[src/hw/rtl/lcpc_pkg.sv]
// ----------------------------------------------------------------------------
// Load-cell position conditioner package
// Channel count, configuration register indexes, reset values and phase codes.
// ----------------------------------------------------------------------------
package lcpc_pkg;

    localparam int CHANNELS = 8;
    localparam int CH_W = $clog2(CHANNELS);
    localparam logic [CH_W-1:0] CH_LAST = CH_W'(CHANNELS - 1);

    // Configuration port
    localparam int CFG_IDX_W = 3;
    localparam int CFG_DATA_W = 31;

    localparam logic [CFG_IDX_W-1:0] CFG_SKIP_COUNT = 3'd0;
    localparam logic [CFG_IDX_W-1:0] CFG_CAL_SHIFT  = 3'd1;
    localparam logic [CFG_IDX_W-1:0] CFG_COEFF_B0   = 3'd2;
    localparam logic [CFG_IDX_W-1:0] CFG_COEFF_B1   = 3'd3;
    localparam logic [CFG_IDX_W-1:0] CFG_COEFF_A1   = 3'd4;
    localparam logic [CFG_IDX_W-1:0] CFG_GAIN       = 3'd5;
    localparam logic [CFG_IDX_W-1:0] CFG_DEADBAND   = 3'd6;

    // Register reset values
    localparam logic [15:0]        SKIP_COUNT_RST = 16'd400;
    localparam logic [3:0]         CAL_SHIFT_RST  = 4'd9;
    localparam logic signed [17:0] COEFF_B0_RST   = 18'sd4784;
    localparam logic signed [17:0] COEFF_B1_RST   = 18'sd4784;
    localparam logic signed [17:0] COEFF_A1_RST   = -18'sd55974;
    localparam logic [15:0]        GAIN_RST       = 16'd1311;
    localparam logic [30:0]        DEADBAND_RST   = 31'd1311;

    // Largest usable baseline averaging shift.
    localparam logic [3:0] CAL_SHIFT_MAX = 4'd12;

    // 0.2 in Q2.16
    localparam logic signed [17:0] POINT_TWO_Q16 = 18'sd13107;

    localparam int POS_FRAC = 16;

    typedef enum logic [1:0] {
        PH_SKIP,
        PH_CAL,
        PH_RUN
    } phase_t;

endpackage

[src/hw/rtl/load_cell_position_conditioner.sv]
// ----------------------------------------------------------------------------
// Load-cell position conditioner
// Skip line: straight to DONE. Calibration line: CAL_ACC per channel, then CAL_BASE
// per channel on the line that closes calibration. Run line: RUN_MAC and RUN_FIN per
// channel, then POS_SCALE, POS_GAIN and POS_HOLD, on one shared 18xN multiplier
// doing three filter products per channel plus two position products; then DONE.
// One line at a time; rst_n clears phase, counters, held position and registers.
// ----------------------------------------------------------------------------
module load_cell_position_conditioner
    import lcpc_pkg::*;
#(
    parameter int SAMPLE_BITS = 24,
    parameter int COEF_FRAC = 16
)
(
    input  logic                          clk,
    input  logic                          rst_n,
    // Configuration
    input  logic                          cfg_we,
    input  logic [CFG_IDX_W-1:0]          cfg_index,
    input  logic [CFG_DATA_W-1:0]         cfg_data,
    // Sample channel
    input  logic                          sample_valid,
    output logic                          sample_stall,
    input  logic signed [SAMPLE_BITS-1:0] chan0,
    input  logic signed [SAMPLE_BITS-1:0] chan1,
    input  logic signed [SAMPLE_BITS-1:0] chan2,
    input  logic signed [SAMPLE_BITS-1:0] chan3,
    input  logic signed [SAMPLE_BITS-1:0] chan4,
    input  logic signed [SAMPLE_BITS-1:0] chan5,
    input  logic signed [SAMPLE_BITS-1:0] chan6,
    input  logic signed [SAMPLE_BITS-1:0] chan7,
    // Result channel
    output logic                          result_valid,
    input  logic                          result_stall,
    output logic signed [SAMPLE_BITS:0]   dev0,
    output logic signed [SAMPLE_BITS:0]   dev1,
    output logic signed [SAMPLE_BITS:0]   dev2,
    output logic signed [SAMPLE_BITS:0]   dev3,
    output logic signed [SAMPLE_BITS:0]   dev4,
    output logic signed [SAMPLE_BITS:0]   dev5,
    output logic signed [SAMPLE_BITS:0]   dev6,
    output logic signed [SAMPLE_BITS:0]   dev7,
    output logic signed [31:0]            pos_lateral,
    output logic                          run_valid,
    output logic                          calibrating
);

    localparam int SB = SAMPLE_BITS;
    localparam int DW = SB + 1;                        // deviation width
    localparam int BW = SB + 13;                       // calibration sum and baseline
    localparam int YW = (BW > 32) ? BW : 32;           // filter output state
    localparam int MW = (SB + 16 > 32) ? SB + 16 : 32; // wide multiplier operand
    localparam int PW = MW + 18;                       // product
    localparam int AW = MW + 20;                       // accumulator

    localparam logic signed [AW-1:0] ROUND_F =
        {{(AW-COEF_FRAC){1'b0}}, 1'b1, {(COEF_FRAC-1){1'b0}}};
    localparam logic signed [AW-1:0] ROUND_P =
        {{(AW-POS_FRAC){1'b0}}, 1'b1, {(POS_FRAC-1){1'b0}}};
    localparam logic signed [AW-1:0] S32_MAX = {{(AW-31){1'b0}}, {31{1'b1}}};
    localparam logic signed [AW-1:0] S32_MIN = {{(AW-31){1'b1}}, {31{1'b0}}};
    localparam logic signed [YW:0] DEV_MAX = {{(YW-SB+1){1'b0}}, {(DW-1){1'b1}}};
    localparam logic signed [YW:0] DEV_MIN = {{(YW-SB+1){1'b1}}, {(DW-1){1'b0}}};

    typedef enum logic [3:0] {
        IDLE,
        CAL_ACC,
        CAL_BASE,
        RUN_MAC,
        RUN_FIN,
        POS_SCALE,
        POS_GAIN,
        POS_HOLD,
        DONE
    } state_t;

    // Configuration registers
    logic [15:0]        skip_count_reg;
    logic [3:0]         cal_shift_reg;
    logic signed [17:0] coeff_b0_reg;
    logic signed [17:0] coeff_b1_reg;
    logic signed [17:0] coeff_a1_reg;
    logic [15:0]        gain_reg;
    logic [30:0]        deadband_reg;

    // Control
    state_t              state_reg;
    phase_t              phase_reg;
    logic [15:0]         count_reg;
    logic [CH_W-1:0]     ch_reg;
    logic [1:0]          step_reg;
    logic signed [AW-1:0] acc_reg;
    logic signed [31:0]  held_reg;
    logic signed [31:0]  pos_work_reg;
    logic                run_work_reg;
    logic                cal_work_reg;
    logic                clear_sum_reg;

    // Per-channel storage
    logic signed [SB-1:0] x_reg        [CHANNELS];
    logic signed [BW-1:0] cal_sum_reg  [CHANNELS];
    logic signed [BW-1:0] base_reg     [CHANNELS];
    logic signed [BW-1:0] pin_reg      [CHANNELS];
    logic signed [YW-1:0] pout_reg     [CHANNELS];
    logic signed [DW-1:0] dev_work_reg [CHANNELS];

    // Result registers
    logic                 result_valid_reg;
    logic signed [DW-1:0] dev_out_reg [CHANNELS];
    logic signed [31:0]   pos_out_reg;
    logic                 run_out_reg;
    logic                 cal_out_reg;

    logic signed [SB-1:0] chan_in [CHANNELS];

    // Datapath
    logic signed [SB-1:0] x_cur;
    logic signed [17:0]   mul_a;
    logic signed [MW-1:0] mul_b;
    logic signed [PW-1:0] prod;
    logic signed [AW-1:0] prod_ext;
    logic signed [AW-1:0] y_shift;
    logic signed [31:0]   y_sat;
    logic signed [YW:0]   dev_full;
    logic signed [DW-1:0] dev_sat;
    logic signed [SB+1:0] pos_diff;
    logic signed [AW-1:0] p_shift;
    logic signed [31:0]   p_sat;
    logic signed [32:0]   p_delta;
    logic [32:0]          p_delta_abs;
    logic                 p_move;
    logic [3:0]           s_eff;
    logic signed [BW-1:0] base_half;
    logic signed [BW-1:0] base_new;
    logic [15:0]          count_inc;
    logic                 cal_done;
    logic                 sample_xfer;
    logic                 out_free;

    assign chan_in[0] = chan0;
    assign chan_in[1] = chan1;
    assign chan_in[2] = chan2;
    assign chan_in[3] = chan3;
    assign chan_in[4] = chan4;
    assign chan_in[5] = chan5;
    assign chan_in[6] = chan6;
    assign chan_in[7] = chan7;

    assign sample_stall = (state_reg != IDLE);
    assign sample_xfer  = sample_valid && !sample_stall;
    assign out_free     = !result_valid_reg || !result_stall;

    assign result_valid = result_valid_reg;
    assign dev0 = dev_out_reg[0];
    assign dev1 = dev_out_reg[1];
    assign dev2 = dev_out_reg[2];
    assign dev3 = dev_out_reg[3];
    assign dev4 = dev_out_reg[4];
    assign dev5 = dev_out_reg[5];
    assign dev6 = dev_out_reg[6];
    assign dev7 = dev_out_reg[7];
    assign pos_lateral = pos_out_reg;
    assign run_valid   = run_out_reg;
    assign calibrating = cal_out_reg;

    // Configuration writes
    always_ff @(posedge clk or negedge rst_n)
    begin
        if (!rst_n)
        begin
            skip_count_reg <= SKIP_COUNT_RST;
            cal_shift_reg  <= CAL_SHIFT_RST;
            coeff_b0_reg   <= COEFF_B0_RST;
            coeff_b1_reg   <= COEFF_B1_RST;
            coeff_a1_reg   <= COEFF_A1_RST;
            gain_reg       <= GAIN_RST;
            deadband_reg   <= DEADBAND_RST;
        end
        else if (cfg_we)
        begin
            case (cfg_index)
                CFG_SKIP_COUNT: skip_count_reg <= cfg_data[15:0];
                CFG_CAL_SHIFT:  cal_shift_reg  <= cfg_data[3:0];
                CFG_COEFF_B0:   coeff_b0_reg   <= signed'(cfg_data[17:0]);
                CFG_COEFF_B1:   coeff_b1_reg   <= signed'(cfg_data[17:0]);
                CFG_COEFF_A1:   coeff_a1_reg   <= signed'(cfg_data[17:0]);
                CFG_GAIN:       gain_reg       <= cfg_data[15:0];
                CFG_DEADBAND:   deadband_reg   <= cfg_data[30:0];
                default:        ;
            endcase
        end
    end

    // Shared multiplier operand selection and the narrow post-processing paths.
    always_comb
    begin
        x_cur = x_reg[ch_reg];
        pos_diff = {dev_work_reg[1][DW-1], dev_work_reg[1]}
                 - {dev_work_reg[0][DW-1], dev_work_reg[0]};

        mul_a = coeff_b0_reg;
        mul_b = {{(MW-SB){x_cur[SB-1]}}, x_cur};
        case (state_reg)
            RUN_MAC:
            begin
                case (step_reg)
                    2'd1:
                    begin
                        mul_a = coeff_b1_reg;
                        mul_b = {{(MW-BW){pin_reg[ch_reg][BW-1]}}, pin_reg[ch_reg]};
                    end
                    2'd2:
                    begin
                        mul_a = coeff_a1_reg;
                        mul_b = {{(MW-YW){pout_reg[ch_reg][YW-1]}}, pout_reg[ch_reg]};
                    end
                    default:
                    begin
                        mul_a = coeff_b0_reg;
                        mul_b = {{(MW-SB){x_cur[SB-1]}}, x_cur};
                    end
                endcase
            end
            POS_SCALE:
            begin
                mul_a = POINT_TWO_Q16;
                mul_b = {{(MW-SB-2){pos_diff[SB+1]}}, pos_diff};
            end
            POS_GAIN:
            begin
                mul_a = signed'({2'b00, gain_reg});
                mul_b = acc_reg[MW-1:0];
            end
            default:
            begin
                mul_a = coeff_b0_reg;
                mul_b = {{(MW-SB){x_cur[SB-1]}}, x_cur};
            end
        endcase

        prod = mul_a * mul_b;
        prod_ext = {{(AW-PW){prod[PW-1]}}, prod};

        // Filter output: round half up, saturate to 32 bits.
        y_shift = (acc_reg + ROUND_F) >>> COEF_FRAC;
        if (y_shift > S32_MAX)
        begin
            y_sat = 32'sh7FFF_FFFF;
        end
        else if (y_shift < S32_MIN)
        begin
            y_sat = -32'sh8000_0000;
        end
        else
        begin
            y_sat = y_shift[31:0];
        end

        dev_full = {{(YW-31){y_sat[31]}}, y_sat}
                 - {{(YW+1-BW){base_reg[ch_reg][BW-1]}}, base_reg[ch_reg]};
        if (dev_full > DEV_MAX)
        begin
            dev_sat = DEV_MAX[DW-1:0];
        end
        else if (dev_full < DEV_MIN)
        begin
            dev_sat = DEV_MIN[DW-1:0];
        end
        else
        begin
            dev_sat = dev_full[DW-1:0];
        end

        // Position: round half up, saturate, then the deadband compare.
        p_shift = (acc_reg + ROUND_P) >>> POS_FRAC;
        if (p_shift > S32_MAX)
        begin
            p_sat = 32'sh7FFF_FFFF;
        end
        else if (p_shift < S32_MIN)
        begin
            p_sat = -32'sh8000_0000;
        end
        else
        begin
            p_sat = p_shift[31:0];
        end
        p_delta = {p_sat[31], p_sat} - {held_reg[31], held_reg};
        p_delta_abs = p_delta[32] ? unsigned'(-p_delta) : unsigned'(p_delta);
        p_move = p_delta_abs > {2'b00, deadband_reg};

        // Baseline mean with rounding half up.
        s_eff = (cal_shift_reg > CAL_SHIFT_MAX) ? CAL_SHIFT_MAX : cal_shift_reg;
        if (s_eff == 4'd0)
        begin
            base_half = '0;
        end
        else
        begin
            base_half = {{(BW-1){1'b0}}, 1'b1} << (s_eff - 4'd1);
        end
        base_new = (cal_sum_reg[ch_reg] + base_half) >>> s_eff;

        count_inc = count_reg + 16'd1;
        cal_done = count_inc >= (16'd1 << s_eff);
    end

    // Sequencer, phase tracking and result registers
    always_ff @(posedge clk or negedge rst_n)
    begin
        if (!rst_n)
        begin
            state_reg        <= IDLE;
            phase_reg        <= PH_SKIP;
            count_reg        <= '0;
            ch_reg           <= '0;
            step_reg         <= '0;
            acc_reg          <= '0;
            held_reg         <= '0;
            pos_work_reg     <= '0;
            run_work_reg     <= 1'b0;
            cal_work_reg     <= 1'b0;
            clear_sum_reg    <= 1'b0;
            result_valid_reg <= 1'b0;
            pos_out_reg      <= '0;
            run_out_reg      <= 1'b0;
            cal_out_reg      <= 1'b0;
            for (int i = 0; i < CHANNELS; i++)
            begin
                dev_out_reg[i] <= '0;
            end
        end
        else
        begin
            if (result_valid_reg && !result_stall)
            begin
                result_valid_reg <= 1'b0;
            end

            case (state_reg)
                IDLE:
                begin
                    if (sample_xfer)
                    begin
                        ch_reg        <= '0;
                        step_reg      <= '0;
                        run_work_reg  <= 1'b0;
                        cal_work_reg  <= 1'b0;
                        clear_sum_reg <= 1'b0;
                        case (phase_reg)
                            PH_SKIP:
                            begin
                                cal_work_reg <= 1'b1;
                                if (count_reg >= skip_count_reg)
                                begin
                                    // This line already opens calibration.
                                    phase_reg     <= PH_CAL;
                                    count_reg     <= '0;
                                    clear_sum_reg <= 1'b1;
                                    state_reg     <= CAL_ACC;
                                end
                                else
                                begin
                                    count_reg <= count_reg + 16'd1;
                                    state_reg <= DONE;
                                end
                            end
                            PH_CAL:
                            begin
                                cal_work_reg <= 1'b1;
                                state_reg    <= CAL_ACC;
                            end
                            PH_RUN:
                            begin
                                run_work_reg <= 1'b1;
                                state_reg    <= RUN_MAC;
                            end
                            default:
                            begin
                                state_reg <= DONE;
                            end
                        endcase
                    end
                end

                CAL_ACC:
                begin
                    if (ch_reg == CH_LAST)
                    begin
                        ch_reg        <= '0;
                        clear_sum_reg <= 1'b0;
                        if (cal_done)
                        begin
                            count_reg <= '0;
                            state_reg <= CAL_BASE;
                        end
                        else
                        begin
                            count_reg <= count_inc;
                            state_reg <= DONE;
                        end
                    end
                    else
                    begin
                        ch_reg <= ch_reg + 1'b1;
                    end
                end

                CAL_BASE:
                begin
                    if (ch_reg == CH_LAST)
                    begin
                        ch_reg    <= '0;
                        phase_reg <= PH_RUN;
                        state_reg <= DONE;
                    end
                    else
                    begin
                        ch_reg <= ch_reg + 1'b1;
                    end
                end

                RUN_MAC:
                begin
                    case (step_reg)
                        2'd0:
                        begin
                            acc_reg  <= prod_ext;
                            step_reg <= 2'd1;
                        end
                        2'd1:
                        begin
                            acc_reg  <= acc_reg + prod_ext;
                            step_reg <= 2'd2;
                        end
                        default:
                        begin
                            // The feedback term is subtracted.
                            acc_reg   <= acc_reg - prod_ext;
                            step_reg  <= 2'd0;
                            state_reg <= RUN_FIN;
                        end
                    endcase
                end

                RUN_FIN:
                begin
                    if (ch_reg == CH_LAST)
                    begin
                        ch_reg    <= '0;
                        state_reg <= POS_SCALE;
                    end
                    else
                    begin
                        ch_reg    <= ch_reg + 1'b1;
                        state_reg <= RUN_MAC;
                    end
                end

                POS_SCALE:
                begin
                    acc_reg   <= prod_ext;
                    state_reg <= POS_GAIN;
                end

                POS_GAIN:
                begin
                    acc_reg   <= prod_ext;
                    state_reg <= POS_HOLD;
                end

                POS_HOLD:
                begin
                    if (p_move)
                    begin
                        held_reg     <= p_sat;
                        pos_work_reg <= p_sat;
                    end
                    else
                    begin
                        pos_work_reg <= held_reg;
                    end
                    state_reg <= DONE;
                end

                DONE:
                begin
                    if (out_free)
                    begin
                        for (int i = 0; i < CHANNELS; i++)
                        begin
                            dev_out_reg[i] <= run_work_reg ? dev_work_reg[i] : '0;
                        end
                        pos_out_reg      <= run_work_reg ? pos_work_reg : '0;
                        run_out_reg      <= run_work_reg;
                        cal_out_reg      <= cal_work_reg;
                        result_valid_reg <= 1'b1;
                        state_reg        <= IDLE;
                    end
                end

                default:
                begin
                    state_reg <= IDLE;
                end
            endcase
        end
    end

    // Per-channel sample and filter storage; every entry is written before it is read.
    always_ff @(posedge clk)
    begin
        if (sample_xfer)
        begin
            for (int i = 0; i < CHANNELS; i++)
            begin
                x_reg[i] <= chan_in[i];
            end
        end

        case (state_reg)
            CAL_ACC:
            begin
                if (clear_sum_reg)
                begin
                    cal_sum_reg[ch_reg] <= {{(BW-SB){x_cur[SB-1]}}, x_cur};
                end
                else
                begin
                    cal_sum_reg[ch_reg] <= cal_sum_reg[ch_reg]
                                         + {{(BW-SB){x_cur[SB-1]}}, x_cur};
                end
            end
            CAL_BASE:
            begin
                base_reg[ch_reg] <= base_new;
                pin_reg[ch_reg]  <= base_new;
                pout_reg[ch_reg] <= {{(YW-BW){base_new[BW-1]}}, base_new};
            end
            RUN_FIN:
            begin
                pin_reg[ch_reg]      <= {{(BW-SB){x_cur[SB-1]}}, x_cur};
                pout_reg[ch_reg]     <= {{(YW-32){y_sat[31]}}, y_sat};
                dev_work_reg[ch_reg] <= dev_sat;
            end
            default:
            begin
            end
        endcase
    end

    // Checks
    a_phase_flags_exclusive: assert property (@(posedge clk) disable iff (!rst_n)
        result_valid |-> !(run_valid && calibrating))
        else $error("run and calibration flags both set on a result");

    a_idle_results_zero: assert property (@(posedge clk) disable iff (!rst_n)
        (result_valid && !run_valid) |-> (pos_lateral == '0 && dev0 == '0 && dev1 == '0))
        else $error("result outside run phase carries nonzero data");

    a_run_phase_sticky: assert property (@(posedge clk) disable iff (!rst_n)
        (phase_reg == PH_RUN) |=> (phase_reg == PH_RUN))
        else $error("left the run phase");

    a_busy_after_transfer: assert property (@(posedge clk) disable iff (!rst_n)
        sample_xfer |=> (state_reg != IDLE))
        else $error("sequencer idle right after a sample transfer");

endmodule

[config.mk]
export PLATFORM = sky130hd
export DESIGN_NAME = load_cell_position_conditioner
export DESIGN_NICKNAME = d
export VERILOG_FILES = /design/src/hw/rtl/lcpc_pkg.sv /design/src/hw/rtl/load_cell_position_conditioner.sv
export SDC_FILE = /design/constraint.sdc
export NUM_CORES = 2
export LEC_CHECK = 0
export BUFFER_PORTS_ARGS = -buffer_cell sky130_fd_sc_hd__buf_4
export CORE_MARGIN = 2
export CORE_UTILIZATION = 43
export DETAILED_ROUTE_END_ITERATION = 12
export GPL_TIMING_DRIVEN = 0
export SYNTH_ARGS = -nofsm -noshare
export SYNTH_HDL_FRONTEND = slang
export SYNTH_SLANG_ARGS = --single-unit
[constraint.sdc]
create_clock -name clk -period 35.4 [get_ports clk]
set_clock_uncertainty 0.2 [all_clocks]
set_input_delay 1.77 -clock clk [delete_from_list [all_inputs] [get_ports clk]]
set_output_delay 1.77 -clock clk [all_outputs]
set_load 0.05 [all_outputs]
Yosys cells after proc, flatten, opt, wreduce, memory -nomap -nowiden --
Memory sizes are Yosys's and may differ from the RTL's. Cells that the tools add are included.
Storage, ports and cells: bits in registers 478, memories kept 6, bits in writable memories 1576, output and inout port bits 236, memory bits (read-only) 0, latch bits 0
Operators by class: $add $sub $neg 12, magnitude comparators 8, equality and inequality tests 26, shift-type cells 3, multiplexer cells 75, reduce and logical (&&, ||, !) cells 37, bitwise gates (word level) 3, multipliers 1, div/mod/pow operators 0
Memories:
- base_reg | depth 8, width 37, rd ports 1, clocked after Yosys merged registers in 0, wr ports 1, line load_cell_position_conditioner.sv:103 | logic signed [BW-1:0] base_reg [CHANNELS];
- cal_sum_reg | depth 8, width 37, rd ports 1, clocked after Yosys merged registers in 0, wr ports 1, line load_cell_position_conditioner.sv:102 | logic signed [BW-1:0] cal_sum_reg [CHANNELS];
- pin_reg | depth 8, width 37, rd ports 1, clocked after Yosys merged registers in 0, wr ports 1, line load_cell_position_conditioner.sv:104 | logic signed [BW-1:0] pin_reg [CHANNELS];
- pout_reg | depth 8, width 37, rd ports 1, clocked after Yosys merged registers in 0, wr ports 1, line load_cell_position_conditioner.sv:105 | logic signed [YW-1:0] pout_reg [CHANNELS];
- dev_work_reg | depth 8, width 25, rd ports 8, clocked after Yosys merged registers in 0, wr ports 1, line load_cell_position_conditioner.sv:106 | logic signed [DW-1:0] dev_work_reg [CHANNELS];
- x_reg | depth 8, width 24, rd ports 1, clocked after Yosys merged registers in 0, wr ports 8, line load_cell_position_conditioner.sv:101 | logic signed [SB-1:0] x_reg [CHANNELS];
Operators by type and width (number):
- $mux 25 | 10
- $pmux 60 s2 | 2
- $mux 37 | 4
- $mux 32 | 4
- $pmux 40 s3 | 1
- $mux 16 | 5
- $pmux 40 s2 | 1
- $add 37x37->37 | 2
- $add 60x17->60 const B | 1
- $add 60x58->60 | 1
- $sub 60x58->60 | 1
- $mul 18x40->58 | 1
- $pmux 18 s3 | 1
- $gt 44x32->1 const B | 1
- $lt 44x32->1 const B | 1
- $gt 38x25->1 const B | 1
- $lt 38x25->1 const B | 1
- $sub 32x37->38 | 1
- $shl 1x4->37 const A | 1
- $sshr 37x4->37 | 1
- $pmux 18 s2 | 1
- $pmux 4 s9 | 1
- $gt 33x31->1 | 1
- $mux 33 | 1
- 44 further kinds | 120

Depth between registers and ports, before layout --
depth after elaboration 9, depth in mapped cells 60, depth with buffers taken out 55

Worst setup path before layout --
No wires, ideal clock.
path kind flip-flop to flip-flop, from register ch_reg[2], to register acc_reg[59], slack 21.649 ns, stages on the path, launching flop included 53, path buffers 11, arrival 13.471 ns, path through dfrtp_1 -> buf_4 -> buf_4 -> buf_2 -> buf_4 -> buf_4 -> buf_4 -> buf_2 -> buf_1 -> buf_1 -> mux2i_1 -> o21ai_0 -> a222oi_1 -> a21boi_1 -> o221ai_1 -> a21oi_1 -> clkbuf_1 -> nand2_1 -> [17 not listed] -> nand4_1 -> or4b_4 -> nor2_1 -> a31oi_1 -> xor2_1 -> ha_1 -> o21ai_0 -> o21bai_1 -> a2111oi_0 -> nor3b_1 -> a21oi_1 -> o211ai_1 -> a21oi_1 -> a2111oi_0 -> or3_1 -> o41ai_1 -> o41a_1 -> nor3_2
On the way: longest elaborated chain between the ends 7, elaborated cells on any way between the ends 10, those cells by class add/sub (2); mul (1); mux (4); memory (3)
Ends and longest elaborated chain:
- start, declared | line load_cell_position_conditioner.sv:91 | logic [CH_W-1:0] ch_reg;
- start signal, assigned | line load_cell_position_conditioner.sv:406 | ch_reg <= ch_reg + 1'b1;
- start signal, assigned | line load_cell_position_conditioner.sv:420 | ch_reg <= ch_reg + 1'b1;
- start signal, assigned | line load_cell_position_conditioner.sv:456 | ch_reg <= ch_reg + 1'b1;
- $mem_v2 8x24 (tied with other cells)
- $pmux 40 s2 | line load_cell_position_conditioner.sv:207 | case (step_reg)
- $pmux 40 s3 * | line load_cell_position_conditioner.sv:204 | case (state_reg)
- $mul 18x40->58 * | line load_cell_position_conditioner.sv:242 | prod = mul_a * mul_b;
- $sub 60x58->60 or $add 60x58->60 (tied branches) | line load_cell_position_conditioner.sv:440, load_cell_position_conditioner.sv:434
- $pmux 60 s2 | line load_cell_position_conditioner.sv:426 | case (step_reg)
- $pmux 60 s2 * | line load_cell_position_conditioner.sv:341 | case (state_reg)
- end signal, assigned | line load_cell_position_conditioner.sv:429 | acc_reg <= prod_ext;
- end signal, assigned | line load_cell_position_conditioner.sv:434 | acc_reg <= acc_reg + prod_ext;
- end signal, assigned | line load_cell_position_conditioner.sv:440 | acc_reg <= acc_reg - prod_ext;
- end, declared | line load_cell_position_conditioner.sv:93 | logic signed [AW-1:0] acc_reg;
Mark *: on every way between the ends. The rest lies on a longest branch, timed or not. A chain may end at the register's enable or synchronous reset.

Final worst setup path --
Same ends and word-level chain as after synthesis.

==> qor.csv <==
metric,value,unit
Core Area,280000,sq um
final setup TNS,0,ps
DR vias,94300,
starting density of the core,0.433,
met1 GRT Util,0.442,
Rel. slew slack,-0.108,
synth warn,0,
distinct cell type count after synthesis,102,
post-CTS setup buffer count,0,
synth cell count leaders,"1,576 x edfxtp_1, 1,371 x nand2_1, 994 x inv_1",
final core utilization,0.496,
Root Driver,clkbuf_16,
Worst Path Arrival,21920,ps
Max-cap violations,14,
Wirelength per Cell,30.6,um
critical path launch point type,flop,
Mean Syn Cell Area,11.2,sq um
Post-Synth XOR/XNOR Area,0.0255,
layout cells sized above 1,0.115,
HP Class,reg2reg,
Post-Synth Simple-Gate Area,0.110,
largest net degree at the start of global routing,139,
final hold viol count,0,
vias in the first global route,91400,
mapped cell area,121000,sq um
max-slew violation count,68,
die height,535,um
CP max stage delay,1270,ps
failing checks,"max-capacitance violations, max-slew violations",
WS Path Type,reg2reg,
I/O pins,467,
RSZ-0062 raised after global routing,no,
element type at the critical path end,flop,
ys async rst share,0.233,
clk sinks,2054,
GRT Max-Usage Layer,met2,
Synth Instances,10800,
Synth Register Bits,2054,
Overflow after GRT,0,
DRC viols,0,
Routed Antenna Nets,0,
"Reg clk slew, reported paths",60,ps
Via density,6.06,
Initial DRT Pass Iterations,6,
die area,286000,sq um
min cycle time layout,21340,ps
"top cells by area, synth","edfxtp_1 39%, fa_1 11%, dfrtp_1 9.1%",
most numerous cell in the Yosys netlist,edfxtp_1,
run status,finished with violations,
routability congestion estimate,0.987,
"Seq/Total Area, Yosys",0.490,
Die Width,535,um
Synth top area share,0.391,
largest family of logic cells by synthesized area,adder cells,
Routed WL,476,mm
top cell type by total area after synthesis,edfxtp_1,
CTS tree,built,
CTS resizes,0,
final setup vio count,0,
multiplexer share of the synthesized area,0.0328,
initial antenna violation count,60,
CTS Buf Count,205,
Worst path slowest cell,a222oi_1,
Tot GR Track Use,0.328,
first-pass GRT wire length,673,mm
adder-cell area share of the yosys netlist,0.158,
worst-case clock buffer depth,4,
hold slack,280,ps
DP HPWL,370,mm
PortBufs,464,
Worst EP required,35990,ps
Post-synth EDFFs,1576,
row count,194,
initial DRC count,12400,
Slew @ Worst Pin,1660,ps
area grow syn2layout,14.6,%
hold buffers post-CTS,0,
fin crit share,0.603,
H-tree depth,4,
met3 Use GR,0.0790,
latest clock arrival within the worst-skew pair,900,ps
Compound-Gate Fraction of Synth Area,0.135,
Worst Path Max Fanout,10,
M2 GR Usage,0.497,
NumNets Final,13000,
Most used DFF post-synth,edfxtp_1,
Most common cell on crit path,fa_1,
max frequency,0.0469,GHz
## per-layer routing
layer | vias up | part of all wire
met5 | - | 0.00038
met4 | 26 | 0.058
met3 | 969 | 0.11
met2 | 5355 | 0.44
met1 | 47700 | 0.39
li1 | 40200 | -
## path summary, 6_finish.rpt
| kind | to | startpoint | slack, ps | cells past startpoint |
|---|---|---|---|---|
| setup / recovery | acc_reg[59]$_DFFE_PN0N_ | ch_reg[2]$_DFFE_PN0P_ | 14060 | 53 |
| hold / removal | dev0[1]$_DFFE_PN0P_ | dev0[1]$_DFFE_PN0P_ | 280 | 2 |
| setup reg to reg | acc_reg[59]$_DFFE_PN0N_ | ch_reg[2]$_DFFE_PN0P_ | 14060 | 53 |
| max in group asynchronous | skip_count_reg[9]$_DFFE_PN0P_ | rst_n | 32550 | 3 |
| min in group asynchronous | pos_lateral[19]$_DFFE_PN0P_ | rst_n | 680 | 1 |
| hold reg to reg | dev0[1]$_DFFE_PN0P_ | dev0[1]$_DFFE_PN0P_ | 280 | 2 |
## critical path: cells and delay by family, from the launching register on
kind	cells	cell delay, ps
compound gates	18	8250
fa+ha+maj	8	3610
buf+inv	17	4600
simple gates	9	3870
xor+xnor	1	200
flops	1	400
## layout make-up
class                           count  area, sq um
Antenna cell                       34         85.1
Buffer                            558         2220
Clock buffer                      247         5410
Clock inverter                    115          965
Fill cell                       25000       141000
Inverter                          998         3750
Multi-Input combinational cell   7200        56400
Sequential cell                  2054        59300
Tap cell                         3724         4660
Timing Repair Buffer              624         6010
## stage by stage
step	setup slack (ps)	instance area, sq um	instances
after floorplan	21650	121000	10800
after global placement	14590	129000	15000
after detailed placement	14910	132000	15200
after CTS	14830	139000	15500
after global routing	13700	139000	15500
final	14060	139000	15600
## placed cells by master (no fill, tap or decap), types with 50 or more instances in the layout
| cell type | Yosys | layout |
|---|---|---|
| nor2_1 | 651 | 627 |
| o21ai_0 | 589 | 534 |
| a22o_1 | 68 | 68 |
| nand4_1 | 109 | 109 |
| a21o_1 | 161 | 161 |
| and2_1 | 144 | 144 |
| clkinv_1 | 4 | 50 |
| ha_1 | 427 | 427 |
| a22oi_1 | 438 | 438 |
| xnor2_1 | 219 | 219 |
| fa_1 | 687 | 687 |
| o211ai_1 | 59 | 59 |
| nor3_1 | 89 | 86 |
| buf_4 | 21 | 519 |
| nor2b_1 | 78 | 78 |
| nand2b_1 | 73 | 73 |
| buf_1 | 57 | 57 |
| and3_1 | 85 | 85 |
| nand3_1 | 151 | 151 |
| a211oi_1 | 67 | 67 |
| edfxtp_1 | 1576 | 1576 |
| mux2i_1 | 106 | 106 |
| a31oi_1 | 71 | 69 |
| a21oi_1 | 474 | 464 |
| nand2_1 | 1371 | 1371 |
| clkbuf_16 | 0 | 209 |
| clkbuf_1 | 466 | 498 |
| inv_1 | 994 | 993 |
| o21a_1 | 64 | 64 |
| mux2_2 | 181 | 181 |
| xor2_1 | 134 | 134 |
| a221oi_1 | 104 | 97 |
| dfrtp_1 | 440 | 440 |
## cells by family after synthesis
| family | count (synthesis) |
|---|---|
| buffers and inverters | 1556 |
| AND/OR/NAND/NOR | 2937 |
| other | 1 |
| adder cells (fa/ha/maj) | 1114 |
| flip-flops | 2054 |
| XOR/XNOR | 353 |
| multiplexers | 326 |
| AO/OA/AOI/OAI | 2467 |
Power is left out: the tool's default activity adds up to more than one toggle a clock period on the data nets, which glitch-free logic cannot reach.
